**config.mk**
```make
export PLATFORM = sky130hd
export DESIGN_NAME = sacl_way_logic
export DESIGN_NICKNAME = d
export VERILOG_FILES = /design/src/sacl_pkg.sv /design/src/sacl_way_logic.sv
export SDC_FILE = /design/constraint.sdc
export NUM_CORES = 1
export LEC_CHECK = 0
export BUFFER_PORTS_ARGS = -buffer_cell sky130_fd_sc_hd__buf_2
export CAP_MARGIN = 20
export CORE_AREA = 2 2 132 134
export DETAILED_ROUTE_END_ITERATION = 16
export DIE_AREA = 0 0 134 136
export PLACE_DENSITY_LB_ADDON = 0.05
export SLEW_MARGIN = 10
export SYNTH_ARGS = -nofsm -noshare
export SYNTH_HDL_FRONTEND = slang
export SYNTH_SLANG_ARGS = --single-unit
```
**constraint.sdc**
```tcl
create_clock -name vclk -period 13.75
set_clock_uncertainty 0.2 [all_clocks]
set_input_delay 1.375 -clock vclk [all_inputs]
set_output_delay 1.375 -clock vclk [all_outputs]
set_load 0.01 [all_outputs]
```
**src/sacl_pkg.sv**
```systemverilog
// shared constants and types for the set-associative cache lookup
// no dependencies; used by the interfaces, the way logic and the top level
package sacl_pkg;

  // default geometry
  localparam int unsigned DEF_WAYS        = 4;
  localparam int unsigned DEF_SET_BITS    = 6;
  localparam int unsigned DEF_OFFSET_BITS = 6;
  localparam int unsigned DEF_ADDR_BITS   = 32;

  // fixed widths of the result fields
  localparam int unsigned WAY_OUT_W  = 2;
  localparam int unsigned VTAG_OUT_W = 20;

  // access kinds
  localparam logic OP_READ  = 1'b0;
  localparam logic OP_WRITE = 1'b1;

  typedef struct packed {
    logic                  hit;
    logic [WAY_OUT_W-1:0]  way;
    logic                  writeback;
    logic [VTAG_OUT_W-1:0] victim_tag;
  } res_t;

endpackage

```
**src/sacl_way_logic.sv**
```systemverilog
// tag compare, victim choice and lru/dirty update for one set row
// combinational; depends on sacl_pkg for the result type
module sacl_way_logic #(
  parameter int unsigned WAYS  = 4,
  parameter int unsigned TAG_W = 20,
  parameter int unsigned AGE_W = 2,
  parameter int unsigned WAY_W = 2
) (
  input  logic                        is_write_i,
  input  logic [TAG_W-1:0]            tag_i,
  input  logic [WAYS-1:0]             valid_i,
  input  logic [WAYS-1:0][TAG_W-1:0]  tags_i,
  input  logic [WAYS-1:0]             dirty_i,
  input  logic [WAYS-1:0][AGE_W-1:0]  ages_i,
  output logic [WAYS-1:0][TAG_W-1:0]  tags_o,
  output logic [WAYS-1:0]             dirty_o,
  output logic [WAYS-1:0][AGE_W-1:0]  ages_o,
  output logic [WAY_W-1:0]            sel_o,
  output sacl_pkg::res_t              res_o
);

  localparam logic [AGE_W-1:0] AgeMax = AGE_W'(WAYS - 1);

  logic [WAYS-1:0][TAG_W-1:0] tag_m;
  logic [WAYS-1:0]            dirty_m;
  logic [WAYS-1:0][AGE_W-1:0] age_m;
  logic [WAYS-1:0]            hit_vec;
  logic                       hit;
  logic                       any_inv;
  logic [WAY_W-1:0]           hit_way;
  logic [WAY_W-1:0]           inv_way;
  logic [WAY_W-1:0]           lru_way;
  logic [AGE_W-1:0]           best_age;
  logic [WAY_W-1:0]           sel;
  logic [AGE_W-1:0]           old_age;
  logic                       wb;

  // invalid ways read as cleared
  always_comb begin
    for (int w = 0; w < WAYS; w++) begin
      tag_m[w]   = valid_i[w] ? tags_i[w]  : '0;
      dirty_m[w] = valid_i[w] ? dirty_i[w] : 1'b0;
      age_m[w]   = valid_i[w] ? ages_i[w]  : '0;
      hit_vec[w] = valid_i[w] && (tag_m[w] == tag_i);
    end
  end

  assign hit     = |hit_vec;
  assign any_inv = ~&valid_i;

  // lowest matching way and lowest invalid way
  always_comb begin
    hit_way = '0;
    inv_way = '0;
    for (int w = WAYS - 1; w >= 0; w--) begin
      if (hit_vec[w]) begin
        hit_way = WAY_W'(w);
      end
      if (!valid_i[w]) begin
        inv_way = WAY_W'(w);
      end
    end
  end

  // oldest way, lowest index among equals
  always_comb begin
    best_age = '0;
    lru_way  = '0;
    for (int w = 0; w < WAYS; w++) begin
      if (age_m[w] > best_age) begin
        best_age = age_m[w];
        lru_way  = WAY_W'(w);
      end
    end
  end

  assign sel     = hit ? hit_way : (any_inv ? inv_way : lru_way);
  assign old_age = age_m[sel];
  assign wb      = !hit && !any_inv && dirty_m[sel];

  always_comb begin
    for (int w = 0; w < WAYS; w++) begin
      tags_o[w]  = tag_m[w];
      dirty_o[w] = dirty_m[w];
      ages_o[w]  = age_m[w];
      if (WAY_W'(w) == sel) begin
        ages_o[w] = '0;
        if (hit) begin
          dirty_o[w] = dirty_m[w] | is_write_i;
        end else begin
          tags_o[w]  = tag_i;
          dirty_o[w] = is_write_i;
        end
      end else if ((!hit || (age_m[w] < old_age)) && (age_m[w] < AgeMax)) begin
        ages_o[w] = age_m[w] + AGE_W'(1);
      end
    end
  end

  assign sel_o = sel;

  always_comb begin
    res_o.hit        = hit;
    res_o.way        = sacl_pkg::WAY_OUT_W'(sel);
    res_o.writeback  = wb;
    res_o.victim_tag = wb ? sacl_pkg::VTAG_OUT_W'(tag_m[sel]) : '0;
  end

endmodule

```
==> summary.txt, run 1 <==
Global route
  • Remaining global-route overflow: 0
  • Vias in the first global route: 6409
  • Global-route wire length before repair: 41600 um
  • GRT Overall Usage: 0.300
  • Largest net degree at the start of global routing: 60
  • Antenna violations before repair: 1

Setup path
  • Origin of the worst setup path: valid_i[1]
  • Worst path max stage delay: 0.84 ns
  • Slowest CP cell: nand4b_1
  • Maximum fanout along the worst path: 59
  • Critical Path Sink: res_o[7]
  • WP data arrival: 7.82 ns
  • CP Capture Type: primary output
  • Required time of the critical path: 12.18 ns
  • Type of the worst setup path: in -> out
  • Startpoint Class: primary input

Yosys
  • Syn nets: 960
  • Syn. warnings: 0
  • Post-synthesis sequential area ratio: 0
  • Synth cell types: 69
  • Synthesized area: 0.00479 sq mm
  • Synthesized area per cell: 5.75 sq um
  • Number of cells produced by synthesis: 832

Finish
  • Sequential cell count: 0
  • Final Util: 0.352
  • Layout Nets: 1128
  • Seq. cell area: 0 sq um
  • Clkbuf count: 0
  • Fin cells: 1224
  • Layout cell share with drive strength beyond 1: 0.262
  • Area Overhead vs Synth: 24.2%

Run
  • Max cap viols: 0

Route
  • Via Count: 7269
  • Pre-antenna DRT Iters: 8
  • Drt drc: 0
  • Vias per cell: 5.94
  • Iter 0 DRT Violations: 736
  • Wire length per cell: 23.7 um
  • Routed wire length: 29100 um
  • Final ANT Viol Nets: 0

Timing
  • Fmax: 106 MHz
  • Hold slack: 2.92 ns
  • Worst slew pin tran: 1.16 ns
  • RSZ-0062 raised after global routing: false
  • Final hold violation count: 0
  • Fin crit share: 0.683
  • Final TNS setup: 0 ns
  • Final Max Tran Viols: 0
  • Post-layout minimum cycle time: 9.39 ns
  • Slew margin rel.: 0.223
  • Final setup viols: 0

Die
  • Die H: 136 um
  • Core Rows: 48
  • Die area: 0.0182 sq mm
  • Initial Util: 0.284
  • I/O pin count: 235
  • Core area: 0.0169 sq mm
  • Chip Width: 134 um

Worst hold path
  • Worst hold path class: in -> out

Placed design
  • Placer congestion estimate: 0.975
  • IO Port Bufs: 235
  • Dpl cells: 1222
  • Detailed Place HPWL: 22700 um

Clock network
  • Hold_buf cts: 0
  • Setup Buffers After CTS: 0
  • Post_cts resized: 0

Power and ir drop
  • Overall Power: 229 uW
  • Worst vdd ir: 0.0000228 V
  • Total power density per cell area: 38.5 mW/mm^2
  • P_leak: 2.66 nW

Run status
  • Outcome: finished, final reports clean
## layer usage
layer / global-route usage / vias up / share of wire
met4: 0.0833 / 0 / 0.031
li1: - / 3377 / -
met5: 0 / - / 0
met2: 0.475 / 388 / 0.44
met1: 0.437 / 3456 / 0.45
met3: 0.0201 / 48 / 0.082
## layout make-up
| type | instances | area [sq um] |
|---|---|---|
| fill | 1983 | 10900 |
| inverter | 31 | 116 |
| tap | 225 | 282 |
| multi-input combinational | 722 | 4290 |
| antenna | 1 | 2.50 |
| timing repair buffer | 245 | 1250 |
## cells in the mapped netlist (all sizes together) (3+ instances only)
master	number	share of area
xnor2	35	0.064
a22oi	12	0.019
nor2	59	0.046
nand2	186	0.15
a21boi	3	0.0047
a211oi	14	0.022
xor2	20	0.037
a21oi	15	0.016
nand4	20	0.027
and3	6	0.0078
nor2b	10	0.013
o21a	3	0.0047
a222oi	4	0.0084
ha	11	0.029
a31oi	13	0.017
a32oi	6	0.011
nor4bb	12	0.025
nor3	18	0.020
o31ai	3	0.0047
o21ai	118	0.12
o211ai	7	0.011
o221ai	3	0.0055
a311oi	26	0.048
nand4b	7	0.013
clkbuf	29	0.023
and4	5	0.0097
inv	31	0.024
nand3	46	0.048
a2bb2oi	12	0.023
o22ai	12	0.016
nand2b	3	0.0039
buf	50	0.059
## worst min path at each step
stage                    start         end  cells past startpoint
detailed placement  tags_i[20]  tags_o[20]                      4
floorplan           tags_i[33]   res_o[13]                      2
CTS                 tags_i[20]  tags_o[20]                      4
global placement    tags_i[71]  tags_o[71]                      4
finish              tags_i[20]  tags_o[20]                      4
global route        dirty_i[1]  dirty_o[1]                      4
## report_power, final
| part | internal [mW] | switching (mW) |
|---|---|---|
| Combinational | 0.0780 | 0.151 |
| Sequential | 0 | 0 |
| Clock | 0.00000000975 | 0 |
| Total | 0.0780 | 0.151 |
## layout by cell type (no fill, tap or decap), drive strengths merged, types with 3 or more instances in the layout
| master | instances |
|---|---|
| nor2b | 10 |
| a2bb2oi | 12 |
| a21oi | 15 |
| o22ai | 12 |
| o21a | 3 |
| inv | 31 |
| nand3 | 46 |
| a311oi | 26 |
| xnor2 | 35 |
| a22oi | 12 |
| and4 | 5 |
| a31oi | 13 |
| buf | 244 |
| nand4b | 7 |
| o31ai | 3 |
| ha | 11 |
| nand4 | 20 |
| nand2 | 186 |
| nand2b | 3 |
| and3 | 6 |
| a21boi | 3 |
| a211oi | 14 |
| o21ai | 118 |
| o221ai | 3 |
| nor2 | 59 |
| o211ai | 7 |
| nor3 | 18 |
| a32oi | 6 |
| xor2 | 20 |
| a222oi | 4 |
| nor4bb | 12 |
## worst max-delay path, delay by kind of cell
kind | cells | cell delay (ns)
adders and majority gates | 3 | 0.85
and+or+nand+nor | 6 | 1.50
buffers and inverters | 6 | 1.45
AOI/OAI and AO/OA | 11 | 2.61
## per-stage QoR
step | setup WS [ns] | area [sq um]
5_1_grt | 3.84 | 5940
6_report | 4.36 | 5940
2_1_floorplan | 6.62 | 4790
3_3_place_gp | 4.57 | 5930
3_5_place_dp | 4.50 | 5930
4_1_cts | 4.50 | 5930
## logic make-up (layout without fill, tap and decap cells)
group,after synthesis,count (layout),share of synthesized area
xor+xnor,55,55,0.101
buf+inv,110,276,0.106
fa+ha+maj,11,11,0.0288
other cells,0,1,0
compound gates,266,266,0.367
simple gates,388,388,0.393
mux,2,2,0.00418
Power figures use the tool's default switching activity.
==> run 2: changes to the inputs <==
Clock period 13.75 ns to 9.3 ns, I/O delays scaled along.
==> run 2 against run 1 <==
Against the previous run: worst setup slack worse by 2.7 ns; sequential share of layout area stayed put; final cell count is essentially flat; first-iteration DRC count rose by 3.8%; non-clock buffer count is 1 higher; final area up 0.25%; largest cell class unchanged.
==> summary.txt, run 2 (same netlist as run 1, synthesis figures left out) <==
Worst hold path
  • Worst hold path class: in -> out
  • Hold depth: 4
  • Min-delay src: tags_i[60]

Route
  • Final ANT Viol Nets: 0
  • Vias per cell: 5.88
  • Pre-antenna DRT Iters: 6
  • Routed wire length: 28800 um
  • Drt drc: 0
  • Iter 0 DRT Violations: 764
  • Wire length per cell: 23.5 um
  • Via Count: 7204

Finish
  • Most frequent cells in the layout: 235 x buf_2, 185 x nand2_1, 113 x o21ai_0, 56 x nor2_1, 46 x nand3_1
  • Seq. cell area: 0 sq um
  • Layout Nets: 1129
  • Final Util: 0.353
  • Sequential cell count: 0
  • Most common cell after layout, fill and taps aside: buf_2
  • Layout fillers: 1973
  • Clkbuf count: 0
  • Layout cell share with drive strength beyond 1: 0.262
  • Area Overhead vs Synth: 24.5%

Die
  • I/O pin count: 235
  • Core Rows: 48
  • Core area: 0.0169 sq mm
  • Die H: 136 um
  • Chip Width: 134 um
  • Initial Util: 0.284
  • Die area: 0.0182 sq mm

Timing
  • Post-layout minimum cycle time: 7.62 ns
  • Fin crit share: 0.820
  • Final TNS setup: 0 ns
  • RSZ-0062 raised after global routing: false
  • Worst slew pin tran: 1.11 ns
  • Final setup viols: 0
  • Fmax: 131 MHz
  • Slew margin rel.: 0.263
  • Final hold violation count: 0
  • Final Max Tran Viols: 0

Global route
  • GRT Overall Usage: 0.300
  • Largest net degree at the start of global routing: 56
  • Global-route wire length before repair: 41500 um
  • Remaining global-route overflow: 0
  • Antenna violations before repair: 1
  • Vias in the first global route: 6437

Setup path
  • Type of the worst setup path: in -> out
  • Startpoint Class: primary input
  • WP data arrival: 6.49 ns
  • CP Capture Type: primary output
  • Origin of the worst setup path: valid_i[1]
  • Required time of the critical path: 8.17 ns
  • Maximum fanout along the worst path: 55

Clock network
  • Setup Buffers After CTS: 0
  • Post_cts resized: 0
  • Hold_buf cts: 0

Placed design
  • Placer congestion estimate: 0.979
  • Detailed Place HPWL: 22600 um
  • IO Port Bufs: 235

Run
  • Max cap viols: 0

Run status
  • Outcome: finished, final reports clean
==> run 2: cell count changes in the layout (fill, tap and decap cells not counted), sizes merged <==
cell,change
clkbuf,-1
buf,+2
==> run 2: final cells by class <==
type | count | area [sq um] | area share
Multi-Input combinational cell | 722 | 4290 | 0.720
Timing Repair Buffer | 246 | 1270 | 0.213
Inverter | 31 | 116 | 0.0195
Antenna cell | 1 | 2.50 | 0.000420
Tap cell | 225 | 282 | 0.0472
==> run 2: path summary, 6_finish.rpt <==
path,end,slack [ns]
worst max-delay path,res_o[19],1.68
worst min-delay path,tags_o[60],2.03
==> run 2: critical path, stage by stage <==
cell and delay (ns):
buf_2 0.42, and2_1 0.42, inv_1 0.17, ha_1 0.33, nor2_1 0.05, a21oi_1 0.16, nor2_1 0.08, o21ai_0 0.25
ha_1 0.29, inv_1 0.08, o22a_1 0.17, nor2_1 0.06, a21oi_1 0.12, ha_1 0.24, nand2_1 0.07, o21ai_0 0.09
o311ai_0 0.11, o211ai_1 0.27, a21o_1 0.34, a21oi_4 0.18, buf_4 0.52, o211ai_1 0.16, nand4b_1 0.45, buf_4 0.28
a211oi_1 0.06, buf_2 0.18
==> run 2: layer usage <==
metal,routed length (um),global-route usage,share of wire
met1,12300,0.418,0.43
met2,12700,0.484,0.44
met3,2890,0.0403,0.10
met4,935,0.0839,0.032
met5,0,0,0
==> run 2: metrics by stage <==
step | hold slack [ns] | worst slack [ns] | std cells | cell area [sq um]
after global placement | 2.03 | 1.59 | 1223 | 5940
after global routing | 2.04 | 1.16 | 1224 | 5960
after CTS | 2.03 | 1.77 | 1224 | 5960
final | 2.03 | 1.68 | 1225 | 5960
after floorplan | 1.79 | 3.06 | 832 | 4790
after detailed placement | 2.03 | 1.77 | 1224 | 5960
